## src/hdl/xtea_block_cipher_assert.svh

```systemverilog
// assertion macros for the xtea block cipher
`ifndef XTEA_BLOCK_CIPHER_ASSERT_SVH
`define XTEA_BLOCK_CIPHER_ASSERT_SVH
`ifndef SYNTH
`define XTEA_ASSERT(lbl, prop, msg) \
  lbl: assert property (@(posedge clk) disable iff (!rst_n) (prop)) else $error(msg);
`define XTEA_ASSERT_NEXT(lbl, ante, cons, msg) \
  lbl: assert property (@(posedge clk) disable iff (!rst_n) (ante) |=> (cons)) else $error(msg);
`else
`define XTEA_ASSERT(lbl, prop, msg)
`define XTEA_ASSERT_NEXT(lbl, ante, cons, msg)
`endif
`endif

```

## src/hdl/xtea_pkg.sv

```systemverilog
// shared types, constants and functions for the xtea block cipher
package xtea_pkg;

  localparam int unsigned HALF_ROUNDS_DEF = 64;
  localparam int unsigned WORD_W = 32;
  localparam int unsigned BLK_W = 64;
  localparam int unsigned KEY_IDX_W = 2;
  localparam logic [WORD_W-1:0] DELTA = 32'h9E37_79B9;

  localparam logic [KEY_IDX_W-1:0] KEY_IDX_0 = 2'd0;
  localparam logic [KEY_IDX_W-1:0] KEY_IDX_1 = 2'd1;
  localparam logic [KEY_IDX_W-1:0] KEY_IDX_2 = 2'd2;
  localparam logic [KEY_IDX_W-1:0] KEY_IDX_3 = 2'd3;

  typedef logic [3:0][WORD_W-1:0] key_set_t;

  typedef struct packed {
    logic             vld;
    logic             func;
    logic [BLK_W-1:0] data;
  } pipe_word_t;

  // running sum after r additions of delta, elaboration only
  function automatic logic [WORD_W-1:0] round_sum(input int unsigned r);
    logic [63:0] p;
    p = 64'(r) * 64'(DELTA);
    return p[WORD_W-1:0];
  endfunction

  function automatic logic [WORD_W-1:0] mix(input logic [WORD_W-1:0] v);
    return ((v << 4) ^ (v >> 5)) + v;
  endfunction

endpackage

```

## src/hdl/xtea_key_bank.sv

```systemverilog
// key word registers written through the configuration port
module xtea_key_bank import xtea_pkg::*; (
  input  logic                 clk,
  input  logic                 rst_n,
  input  logic                 cfg_we,
  input  logic [KEY_IDX_W-1:0] cfg_idx,
  input  logic [WORD_W-1:0]    cfg_wdata,
  output key_set_t             keys
);

  key_set_t keys_r;
  key_set_t keys_nxt;

  always_comb begin
    keys_nxt = keys_r;
    if (cfg_we) begin
      case (cfg_idx)
        KEY_IDX_0: keys_nxt[0] = cfg_wdata;
        KEY_IDX_1: keys_nxt[1] = cfg_wdata;
        KEY_IDX_2: keys_nxt[2] = cfg_wdata;
        KEY_IDX_3: keys_nxt[3] = cfg_wdata;
        default:   keys_nxt = keys_r;
      endcase
    end
  end

  always_ff @(posedge clk) begin
    if (!rst_n) begin
      keys_r <= '0;
    end else begin
      keys_r <= keys_nxt;
    end
  end

  assign keys = keys_r;

endmodule

```

## config.mk

```make
export PLATFORM = sky130hd
export DESIGN_NAME = xtea_key_bank
export DESIGN_NICKNAME = d
export VERILOG_FILES = /design/src/hdl/xtea_block_cipher_assert.svh /design/src/hdl/xtea_pkg.sv /design/src/hdl/xtea_key_bank.sv
export SDC_FILE = /design/constraint.sdc
export NUM_CORES = 1
export LEC_CHECK = 0
export ABC_AREA = 1
export BUFFER_PORTS_ARGS = -buffer_cell sky130_fd_sc_hd__buf_4
export CAP_MARGIN = 30
export CORE_MARGIN = 4
export CORE_UTILIZATION = 55
export DETAILED_ROUTE_END_ITERATION = 8
export HOLD_SLACK_MARGIN = 0.1
export PLACE_DENSITY = 0.85
export SKIP_LAST_GASP = 1
export SLEW_MARGIN = 20
export SYNTH_ARGS = -nofsm -noshare
export SYNTH_HDL_FRONTEND = slang
export SYNTH_SLANG_ARGS = --single-unit
```

## constraint.sdc

```tcl
create_clock -name clk -period 1.93 [get_ports clk]
set_input_delay 0.386 -clock clk [delete_from_list [all_inputs] [get_ports clk]]
set_output_delay 0.386 -clock clk [all_outputs]
set_load 0.02 [all_outputs]
```

* Word level (Yosys, flattened, before mapping)
Cells that the tools add are included.
W data, S select, Z words.
** Storage, ports and cells
- Bits in registers :: 128
- Output and inout port bits :: 128
** Operators by class
- Eq/ne operators :: 3
- Reduce and logical (&&, ||, !) cells :: 5
** Operators by type and width (count)
- $reduce_and A2 Y1 :: 4
- $eq A2 B2 Y1 const B :: 2
- $eq A2 B1 Y1 const B :: 1
- $logic_not A2 Y1 :: 1

* Depth between registers and ports, before layout
- Word-level depth :: 2
- Depth in mapped cells :: 6
- Depth with buffers taken out :: 5

* Worst setup path after synthesis
No wires, ideal clock.
- Kind :: input -> register
- Start point :: input rst_n
- End point :: register keys_r (netlist bit keys[0])
- Library setup time :: 0.064 ns
- Arrival time :: 1.040 ns
- Data required time :: 1.866 ns
- Path slack :: 0.826 ns
- Stages on the path :: 4
- Cells stage by stage :: clkbuf_1 > clkbuf_1 > nand2_1 > nor2_1
** RTL lines
- from (decl) :: line xtea_key_bank.sv:4 : input logic rst_n,
- to (signal assigned) :: line xtea_key_bank.sv:31 : keys_r <= keys_nxt;
- to (decl) :: line xtea_key_bank.sv:11 : key_set_t keys_r;

* Final worst setup path
- Start point :: register keys_r (netlist bit keys[21])
- End point :: output keys[21] in the netlist's numbering
** RTL lines
- to (decl) :: line xtea_key_bank.sv:8 : output key_set_t keys
No word-level cell between the ends.

==> results.sh <==
export IMPL_yosys_mux_area_fraction=0
export IMPL_synth_top_family_by_area="simple AND/OR/NAND/NOR gates"
export IMPL_drive_above_1_share=0.213
export IMPL_power_density_relative_to_cell_area_nw_per_um2=1000
export IMPL_worstHoldPathType="primary input to register"
export IMPL_drc_violations_left=0
export IMPL_drt_total_wl_mm=13.6
export IMPL_antenna_found_initial=0
export IMPL_syn_instance_count=819
export IMPL_synth_avg_cell_area_um2=6.47
export IMPL_cp_top_family="flip-flops"
export IMPL_cts_resized=0
export IMPL_sequential_cell_area_fraction_in_the_yosys_report=0.484
export IMPL_report_final_slew_viol_count=0
export IMPL_critical_path_cell_count=1
export IMPL_setup_worst_path_end_class="output pin"
export IMPL_seq_power_share=0.394
export IMPL_synth_cell_types=10
export IMPL_flow_area_growth_from_synthesis_pct=36.9
export IMPL_result_of_the_run="completed"
export IMPL_timing_critical_path_arrival_ns=1.04
export IMPL_yosys_warn_count=0
export IMPL_cts_tree="built"
export IMPL_grt_first_pass_wirelength_mm=21.9
export IMPL_grt_setup_unrepaired="false"
export IMPL_tns_ns=0
export IMPL_cp_startpoint="keys[21]"
export IMPL_critical_path_start_end_classification="register to output pin"
export IMPL_slew_headroom=0.636
export IMPL_worstSetupEndpoint="keys[21]"
export IMPL_crit_reg2reg_capture="keys[111]"
export IMPL_critical_path_slowest_cell="dfxtp_1"
export IMPL_clockBufferDepth=2
export IMPL_rows=35
export IMPL_pin_count=165
export IMPL_die_h_um=106
export IMPL_worst_pin_slew_ns=0.546
export IMPL_vdd_ir_drop_worst_uv=615
export IMPL_htree_levels=4
export IMPL_max_ffs_per_register=128
export IMPL_p_leak_nw=4.07
export IMPL_initial_utilization=0.568
export IMPL_cpPeakStageDelay_ns=0.38
export IMPL_hold_violations=0
export IMPL_clock_skew_final_ns=0
export IMPL_fmax_ghz=0.700
export IMPL_critical_path_launch_point_type="register"
export IMPL_first_pass_iters=5
export IMPL_worst_skew_pair_late_latency_ns=0.51
export IMPL_final_antenna_net_count=0
export IMPL_detail_route_wl_per_cell_um=12.2
export IMPL_cts_made_buffers=17
export IMPL_post_layout_net_count=1004
export IMPL_postSynthNetCount=856
export IMPL_largest_net_degree_at_the_start_of_global_routing=129
export IMPL_timing_critical_path_fanout_max=2
export IMPL_holdBufCountCts=0
export IMPL_place_congestion=0.791
export IMPL_worst_r2r_path_depth=4
export IMPL_via_count=5044
export IMPL_crit_chain="buf_4"
export IMPL_internal_power_mw=5.45
export IMPL_dr_iter_0_viols=242
export IMPL_max_cap_violations=0
export IMPL_rr_startpoint="keys[111]"
export IMPL_tritoncts_num_sinks=128
export IMPL_placed_cells_incl_taps=1077
export IMPL_dp_final_hpwl_mm=8.85
export IMPL_die_w_um=106
export IMPL_post_route_cell_area_um2=7250
export IMPL_instances_no_fill=1109
export IMPL_finalWorstPathRequiredPeriod_ns=1.43
export IMPL_gr_usage_all_layers=0.240
export IMPL_floorplan_core_area_um2=9330
export IMPL_cts_setup_buffers=0
export IMPL_share_of_synthesized_cell_area_in_and_or_nand_and_nor_gates=0.355
export IMPL_synth_compound_area_share=0.0302
export IMPL_number_of_inserted_diodes=0
export IMPL_gr_total_overflow=0
export IMPL_synth_xor_area_share=0
export IMPL_cts_root_buf="clkbuf_8"
export IMPL_timing_final_setup_violations=0
export IMPL_yosys_register_bits=128
export IMPL_layout_common_cells="nand2_1, nor2_1, buf_4"
export IMPL_p_comb_frac=0.129
export IMPL_die_area_um2=11300
export IMPL_worst_path_buf_inv=1
export IMPL_cts_reportedPaths_clkPinSlew_ns=0.06
export IMPL_postPlaceCellArea_um2=6600
export IMPL_synthesis_area_um2=5300
export IMPL_power_share_switching=0.250
export IMPL_synthAdderAreaFrac=0
export IMPL_vias_per_cell=4.55
export IMPL_net_switching_power_mw=1.81
export IMPL_clock_power_share=0.478
export IMPL_crit_required_ns=1.54
export IMPL_numPortBuffers=164
export IMPL_rrSetupSlack_ns=1.20
export IMPL_first_global_vias=4573
export IMPL_post_route_period_util=0.741
[cell usage after synthesis, drive strengths merged]
master	number	area, µm²
buf	30	150
nor2	225	847
dfxtp	128	2560
nand3	35	190
clkbuf	15	56.3
nand2	224	841
inv	130	488
a21oi	32	160
[worst reg2reg max path: cells and delay by family (launching register included)]
family        cells  cell delay (ns)
flops             1             0.37
buf+inv           1             0.05
simple gates      3             0.24
[power groups by stage]
stage | registers, mW | logic [mW] | clock network [mW]
after floorplan | 3.08 | 0.368 | 0
after global placement | 2.91 | 0.918 | 0
after detailed placement | 2.91 | 0.933 | 0
after CTS | 2.86 | 0.942 | 3.51
after global routing | 2.87 | 1.03 | 3.63
final | 2.86 | 0.936 | 3.47
[area by class of cell]
class	instances	area (µm²)
clock buffers	20	445
clock inverters	12	205
fillers	756	2080
inverters	130	488
multi-input cells	516	2040
flip-flops and latches	128	2560
well taps	129	161
repair buffers	174	1340
[stage by stage]
stage / worst slack (ns) / hold slack [ns] / power (mW) / util
final: 0.501 / 0.133 / 7.27 / 0.777
after global routing: 0.455 / 0.134 / 7.53 / 0.777
after CTS: 0.478 / 0.117 / 7.31 / 0.777
after detailed placement: 0.499 / 0.471 / 3.85 / 0.707
after global placement: 0.534 / 0.460 / 3.83 / 0.707
after floorplan: 0.826 / 0.521 / 3.44 / -
[how the worst min path moves through the flow]
stage	startpoint	to	slack, ns	depth (start not counted)
3_5_place_dp	keys[23]	keys[23]	0.47	2
5_1_grt	cfg_wdata[0]	keys[96]	0.13	3
2_1_floorplan	cfg_wdata[4]	keys[100]	0.52	2
3_3_place_gp	keys[12]	keys[12]	0.46	2
6_report	cfg_wdata[1]	keys[65]	0.13	3
4_1_cts	cfg_wdata[20]	keys[52]	0.12	3
[cells by family after synthesis]
family                 after synthesis
AND/OR/NAND/NOR                    484
AO/OA/AOI/OAI                       32
flip-flops                         128
buffers and inverters              175
[routing by layer]
metal	up-vias	track usage	share of wire	wire length (µm)
met5	-	0	0	0
met4	0	0.0722	0.013	171
met3	14	0.0729	0.065	883
met2	136	0.400	0.48	6520
met1	2221	0.298	0.44	6000
li1	2673	-	-	-
Note: power is estimated with default switching activity, not from simulation.
