--- src/hdl/xtea_block_cipher_assert.svh ---
// assertion macros for the xtea block cipher
`ifndef XTEA_BLOCK_CIPHER_ASSERT_SVH
`define XTEA_BLOCK_CIPHER_ASSERT_SVH
`ifndef SYNTH
`define XTEA_ASSERT(lbl, prop, msg) \
  lbl: assert property (@(posedge clk) disable iff (!rst_n) (prop)) else $error(msg);
`define XTEA_ASSERT_NEXT(lbl, ante, cons, msg) \
  lbl: assert property (@(posedge clk) disable iff (!rst_n) (ante) |=> (cons)) else $error(msg);
`else
`define XTEA_ASSERT(lbl, prop, msg)
`define XTEA_ASSERT_NEXT(lbl, ante, cons, msg)
`endif
`endif

--- src/hdl/xtea_pkg.sv ---
// shared types, constants and functions for the xtea block cipher
package xtea_pkg;

  localparam int unsigned HALF_ROUNDS_DEF = 64;
  localparam int unsigned WORD_W = 32;
  localparam int unsigned BLK_W = 64;
  localparam int unsigned KEY_IDX_W = 2;
  localparam logic [WORD_W-1:0] DELTA = 32'h9E37_79B9;

  localparam logic [KEY_IDX_W-1:0] KEY_IDX_0 = 2'd0;
  localparam logic [KEY_IDX_W-1:0] KEY_IDX_1 = 2'd1;
  localparam logic [KEY_IDX_W-1:0] KEY_IDX_2 = 2'd2;
  localparam logic [KEY_IDX_W-1:0] KEY_IDX_3 = 2'd3;

  typedef logic [3:0][WORD_W-1:0] key_set_t;

  typedef struct packed {
    logic             vld;
    logic             func;
    logic [BLK_W-1:0] data;
  } pipe_word_t;

  // running sum after r additions of delta, elaboration only
  function automatic logic [WORD_W-1:0] round_sum(input int unsigned r);
    logic [63:0] p;
    p = 64'(r) * 64'(DELTA);
    return p[WORD_W-1:0];
  endfunction

  function automatic logic [WORD_W-1:0] mix(input logic [WORD_W-1:0] v);
    return ((v << 4) ^ (v >> 5)) + v;
  endfunction

endpackage

--- src/hdl/xtea_stage.sv ---
// one half round of xtea, both directions, with its pipeline register
module xtea_stage import xtea_pkg::*; #(
  parameter int unsigned STAGE_IDX = 0,
  parameter int unsigned NPAIR     = HALF_ROUNDS_DEF / 2
) (
  input  logic       clk,
  input  logic       rst_n,
  input  logic       en,
  input  key_set_t   keys,
  input  pipe_word_t in_w,
  output pipe_word_t out_w
);

  localparam logic IS_ODD = 1'(STAGE_IDX % 2);
  localparam int unsigned ENC_R = STAGE_IDX / 2;
  localparam int unsigned DEC_R = NPAIR - 1 - STAGE_IDX / 2;
  // encrypt selects the key by sum[1:0] then sum[12:11], decrypt by sum[12:11] then sum[1:0]
  localparam logic [WORD_W-1:0] ENC_SUM = IS_ODD ? round_sum(ENC_R + 1) : round_sum(ENC_R);
  localparam logic [WORD_W-1:0] DEC_SUM = IS_ODD ? round_sum(DEC_R) : round_sum(DEC_R + 1);
  localparam logic [1:0] ENC_SEL = IS_ODD ? ENC_SUM[12:11] : ENC_SUM[1:0];
  localparam logic [1:0] DEC_SEL = IS_ODD ? DEC_SUM[1:0] : DEC_SUM[12:11];

  logic              src_lo;
  logic [WORD_W-1:0] v_hi;
  logic [WORD_W-1:0] v_lo;
  logic [WORD_W-1:0] src;
  logic [WORD_W-1:0] dst;
  logic [WORD_W-1:0] rk;
  logic [WORD_W-1:0] t;
  logic [WORD_W-1:0] res;
  logic [BLK_W-1:0]  data_nxt;

  logic              vld_r;
  logic              func_r;
  logic [BLK_W-1:0]  data_r;

  always_comb begin
    v_hi   = in_w.data[BLK_W-1:WORD_W];
    v_lo   = in_w.data[WORD_W-1:0];
    // low half feeds the mix when the high half is the one updated
    src_lo = (in_w.func == IS_ODD);
    src    = src_lo ? v_lo : v_hi;
    dst    = src_lo ? v_hi : v_lo;
    rk     = in_w.func ? (DEC_SUM + keys[DEC_SEL]) : (ENC_SUM + keys[ENC_SEL]);
    t      = mix(src) ^ rk;
    res    = in_w.func ? (dst - t) : (dst + t);
    data_nxt = src_lo ? {res, v_lo} : {v_hi, res};
  end

  always_ff @(posedge clk) begin
    if (!rst_n) begin
      vld_r <= 1'b0;
    end else if (en) begin
      vld_r <= in_w.vld;
    end
  end

  always_ff @(posedge clk) begin
    if (en) begin
      func_r <= in_w.func;
      data_r <= data_nxt;
    end
  end

  assign out_w = '{vld: vld_r, func: func_r, data: data_r};

endmodule

--- config.mk ---
export PLATFORM = sky130hd
export DESIGN_NAME = xtea_stage
export DESIGN_NICKNAME = d
export VERILOG_FILES = /design/src/hdl/xtea_block_cipher_assert.svh /design/src/hdl/xtea_pkg.sv /design/src/hdl/xtea_stage.sv
export SDC_FILE = /design/constraint.sdc
export NUM_CORES = 1
export LEC_CHECK = 0
export ABC_AREA = 1
export BUFFER_PORTS_ARGS = -buffer_cell sky130_fd_sc_hd__clkbuf_2
export CAP_MARGIN = 20
export CORE_MARGIN = 8
export CORE_UTILIZATION = 50
export CTS_CLUSTER_DIAMETER = 150
export DETAILED_ROUTE_END_ITERATION = 16
export PLACE_DENSITY = 0.79
export RECOVER_POWER = 25
export SKIP_CTS_REPAIR_TIMING = 1
export SYNTH_ARGS = -nofsm -noshare
export SYNTH_HDL_FRONTEND = slang
export SYNTH_SLANG_ARGS = --single-unit
--- constraint.sdc ---
create_clock -name clk -period 5.7 [get_ports clk]
set_input_delay 0 -clock clk [delete_from_list [all_inputs] [get_ports clk]]
set_output_delay 0 -clock clk [all_outputs]
set_load 0.01 [all_outputs]
Yosys cells after proc, flatten, opt, wreduce, memory -nomap -nowiden
Cells that the tools add are included.
{ "word_totals": {"register_bits": 66, "latchBits": 0, "mem_bits_rw": 0, "mem_bits_ro": 0, "inputBits": 197, "output_inout_bits": 66, "word_cells": 14, "n_memories": 0} }
{ "op_classes": {"n_addsub": 4, "mul": 0, "n_div": 0, "order_cmp": 0, "eq_ne": 0, "shifts": 0, "n_mux": 5, "n_bitwise": 2, "n_reduce_logical": 0} }
{ "op_table": {"columns": ["cell", "count"], "rows": [
  ["two-way mux 32 bit", 4],
  ["adder 32 bit", 2],
  ["two-way mux 64 bit", 1],
  ["adder 32 bit (first input constant)", 1],
  ["subtractor 32 bit", 1],
  ["XOR 32 x 27 -> 32 bit", 1],
  ["XOR 32 bit", 1]
]} }

Logic depth before layout (Yosys ltp)
{ "logic_depth": {"word_depth": 7, "ltp_mapped": 45, "depth_no_buf": 40} }

Least setup slack after synthesis
No wires, ideal clock.
{ "synth_timing": {"path_type": "input -> register", "startpoint": "in in_w[64] (netlist bit)", "endpoint": "reg data_r[63], data pin", "setup_ns": 0.254, "arrival_time_ns": 5.305, "t_required_ns": 5.446, "path_slack_ns": 0.142, "path_stages": 40, "n_path_buf": 6, "cell_sequence": "buf_6 > buf_2 > buf_2 > buf_2 > clkbuf_1 > clkbuf_1 > nand2_1 > nand2_1 > ha_1 > fa_1 > nand3b_1 > nand2_2 > ha_1 > inv_1 > nor2_1 > nand3_1 > nor2_2 > nand3_1 > [... 4 more ...] > nor2_4 > nand3_4 > o21ai_2 > nand2_1 > xor2_1 > ha_1 > a21oi_1 > nor2_1 > nor2_1 > nor3_1 > a2111oi_0 > nand2_1 > nand3_1 > nand2_1 > inv_1 > nand3_1 > nand3_1 > nand2_1"} }
{ "synth_via": {"elab_chain_cells": 7, "elab_cells_between_ends": 10, "classes_between": "3 x add/sub; 5 x mux; 2 x bitwise"} }
{ "synth_lines": {"columns": ["item", "line_no", "source"], "rows": [
  ["start: declaration", "xtea_stage.sv:10", "input pipe_word_t in_w,"],
  ["two-way mux 32 bit", "xtea_stage.sv:42", "src = src_lo ? v_lo : v_hi;"],
  ["XOR 32 x 27 -> 32 bit", "xtea_pkg.sv:31", "return ((v << 4) ^ (v >> 5)) + v;"],
  ["adder 32 bit", "xtea_pkg.sv:31", null],
  ["XOR 32 bit", "xtea_stage.sv:45", "t = mix(src) ^ rk;"],
  ["adder 32 bit or subtractor 32 bit (tied branches)", "xtea_stage.sv:46", "res = in_w.func ? (dst - t) : (dst + t);"],
  ["two-way mux 32 bit", "xtea_stage.sv:46", null],
  ["two-way mux 64 bit *", "xtea_stage.sv:47", "data_nxt = src_lo ? {res, v_lo} : {v_hi, res};"],
  ["net data_nxt[63]", "xtea_stage.sv:31", "logic [BLK_W-1:0] data_nxt;"],
  ["end signal: assignment", "xtea_stage.sv:61", "data_r <= data_nxt;"],
  ["end: declaration", "xtea_stage.sv:35", "logic [BLK_W-1:0] data_r;"]
]} }
The timed path passes the listed nets; every way through them passes the cells marked *.
A chain may end at the register's enable or synchronous reset.

Final worst setup path
{ "layout_timing": {"startpoint": "in in_w[64] (netlist bit)", "endpoint": "reg data_r[60], data pin"} }
The elaborated chain is that of the path after synthesis.

==> impl_metrics.csv <==
group,metric,value,unit
floorplan,die_h,158,µm
floorplan,start_util,50.4,%
setup_path,path_class,"input pin to register",
hold_path,min_from,"in_w[14]",
flow_run,drv_cap,1,
clock_tree,clock_sinks,66,
routing,drc_errors,0,
place,dp_hpwl,27.2,mm
outcome,status,"finished, violations left",
timing,rsz0062_at_grt,"false",
clock_tree,cts_tree,"done",
hold_path,holdPathEnd,"data_r[14]",
timing,layout_setup_ws,548,ps
timing,hold_viol,0,
yosys,avgSynthCellArea,5.96,µm²
timing,tns,0,ps
final_layout,antennaDiodeCount,0,
yosys,synth_top_family_by_area,"simple AND/OR/NAND/NOR gates",
final_layout,layout.cells.most_common,"nand2_1",
setup_path,crit_fanout,71,
hold_path,hp-class,"input pin to register",
floorplan,top_level_ports,263,
clock_tree,clk_latency,320,ps
yosys,synth-seq-cells,66,
global_route,grt_pass1_vias,10700,
final_layout,drive_gt1_share,14.3,%
yosys,ys_warn_count,0,
routing,first_pass_iters,5,
global_route,antenna_found_initial,0,
final_layout,final_nets,2136,
global_route,grt_remaining_overflow,0,
final_layout,fin_util,58.4,%
routing,ant_nets,0,
yosys,synth_xor_xnor_area_share,6.52,%
timing,slew_viol_final,68,
routing,wl,32.1,mm
yosys,syn_area,0.0101,mm²
setup_path,path_common_cell,"nand2_1",
final_layout,mostFrequentLayoutCells,"nand2_1, inv_1, clkbuf_2, nand3_1, o21ai_0",
setup_path,slowest_delay,360,ps
routing,wl_per_cell,14.9,µm
yosys,synthMuxAreaShare,0.0995,%
timing,fmax,194,MHz
final_layout,seq_area,0.00197,mm²
pwr,power_density,315,mW/mm²
place,place_area,0.0113,mm²
yosys,yosys.area_share.simple,43.3,%
floorplan,rows,52,
global_route,grt_max_degree,73,
final_layout,syn2layout_area_growth,15.9,%
global_route,grtUsageTotal,25.3,%
setup_path,reg2reg_from,"vld_r",
final_layout,fillers,1992,
setup_path,regToRegSetupSlack,4380,ps
timing,slew_headroom,-127,%
clock_tree,clock_path_buffers,2,
clock_tree,numCtsBuffers,9,
global_route,grt_pass1_wl,50.9,mm
setup_path,worstPathRequired,5760,ps
outcome,violations,"max-capacitance violations, max-slew violations",
yosys,syn-instance-count,1687,
pwr,ir_drop,0.159,mV
timing,finClkSkew,0,ps
floorplan,dieArea,0.0249,mm²
pwr,p_leak,6.20,nW
setup_path,arrival,5210,ps
routing,via_per_inst,5.33,
clock_tree,clkTransAtPathRegs,50,ps
setup_path,slowest_stage,"ha_1",
timing,worstMarginPinSlew,3410,ps
clock_tree,root_buffer,"clkbuf_16",
timing,fin_crit_sh,90.4,%
final_layout,multi_input_area,0.00719,mm²
timing,setup_violations,0,
place,port_buffers,198,
setup_path,reg2reg_to,"vld_r",
yosys,ys_types,48,
place,routabilityCongestion,0.966,
routing,vias,11400,
floorplan,die_w,158,µm
place,dp_slack,337,ps
timing,holdWs,0.734,ps
hold_path,hold_path_depth,3,
setup_path,worst-path-buf-inv,2,
yosys,synthAdderAreaFrac,8.48,%
yosys,ys_seq_area_share,19.6,%
clock_tree,h-tree-depth,3,
setup_path,endpoint_kind,"register",
timing,fin_crit,5150,ps
routing,drt-initial-drc-count,786,
yosys,synth_compound_area_share,13.1,%
setup_path,critPathLaunchType,"input pin",
final_layout,fin_area,0.0117,mm²
yosys,syn_nets,1951,
floorplan,core_area,0.0200,mm²
setup_path,cp_top_family,"simple AND/OR/NAND/NOR gates",
setup_path,reg2regPathDepth,3,
## final cells by class
class	instances	share of cell area, %
timing repair buffer	212	9.64
clock inverter	6	0.783
tap	270	2.90
sequential	66	16.9
multi-input combinational	1393	61.7
inverter	190	6.16
clock buffer	9	1.93
## metal layers
metal	GRT usage (%)	vias up	share of wire [%]	wire [µm]
li1	-	5891	-	-
met1	34.4	5098	45	14500
met2	41.9	405	45	14500
met3	2.21	46	7.5	2410
met4	7.12	0	2.1	686
met5	0	-	0	0
## sequential cells by signal, summed over array words and instances, names as in the netlist
signal,cells
data_r,64
func_r,1
vld_r,1
## worst max path at each step
stage	startpoint	endpoint	slack [ps]	cells after the start
4_1_cts	in_w[64]	data_r[60]	620	32
6_report	in_w[64]	data_r[60]	550	32
3_3_place_gp	in_w[64]	data_r[63]	460	35
5_1_grt	in_w[64]	data_r[63]	20	37
3_5_place_dp	in_w[64]	data_r[63]	340	36
2_1_floorplan	in_w[64]	data_r[63]	140	40
## tightest hold or removal path: cells and delay by family
kind	cells	cell delay (ps)
buffers and inverters	1	90
and+or+nand+nor	2	120
## synth_stat cells, drive strengths merged
library cell / n / area share [%]
a2111oi: 1 / 0.087
a21boi: 5 / 0.37
a21o: 5 / 0.37
a21oi: 79 / 3.9
a31oi: 8 / 0.50
and2: 2 / 0.12
and3: 1 / 0.062
buf: 15 / 0.93
clkbuf: 23 / 0.86
dfxtp: 1 / 0.20
edfxtp: 65 / 19
fa: 2 / 0.40
ha: 65 / 8.1
inv: 190 / 7.1
mux2i: 1 / 0.10
nand2: 644 / 25
nand3: 160 / 8.6
nand3b: 17 / 1.3
nand4: 21 / 1.3
nor2: 128 / 5.4
nor3: 15 / 0.80
nor4: 1 / 0.062
o211ai: 4 / 0.30
o21a: 5 / 0.37
o21ai: 124 / 6.2
o21bai: 8 / 0.60
o221ai: 2 / 0.17
o31ai: 2 / 0.15
or2: 18 / 1.1
or3: 1 / 0.062
xnor2: 19 / 1.7
xor2: 55 / 4.9
## kinds of logic (layout without fill, tap and decap cells)
logic type / count (synthesis) / after routing
compound gates: 243 / 243
flops: 66 / 66
xor+xnor: 74 / 74
simple gates: 1008 / 1008
fa+ha+maj: 67 / 67
buf+inv: 228 / 417
mux: 1 / 1
## stage by stage
stage	total power [mW]	std cells
6_report	3.67	2146
5_1_grt	3.98	2146
4_1_cts	3.66	2143
3_5_place_dp	3.06	2128
3_3_place_gp	3.01	2128
2_1_floorplan	2.42	1687
## power by group
part / switching [mW] / leakage [nW] / internal [mW]
logic: 1.52 / 5.42 / 0.826
clock network: 0.200 / 0.144 / 0.381
registers: 0.0320 / 0.642 / 0.717
Note: power is estimated with default switching activity, not from simulation.
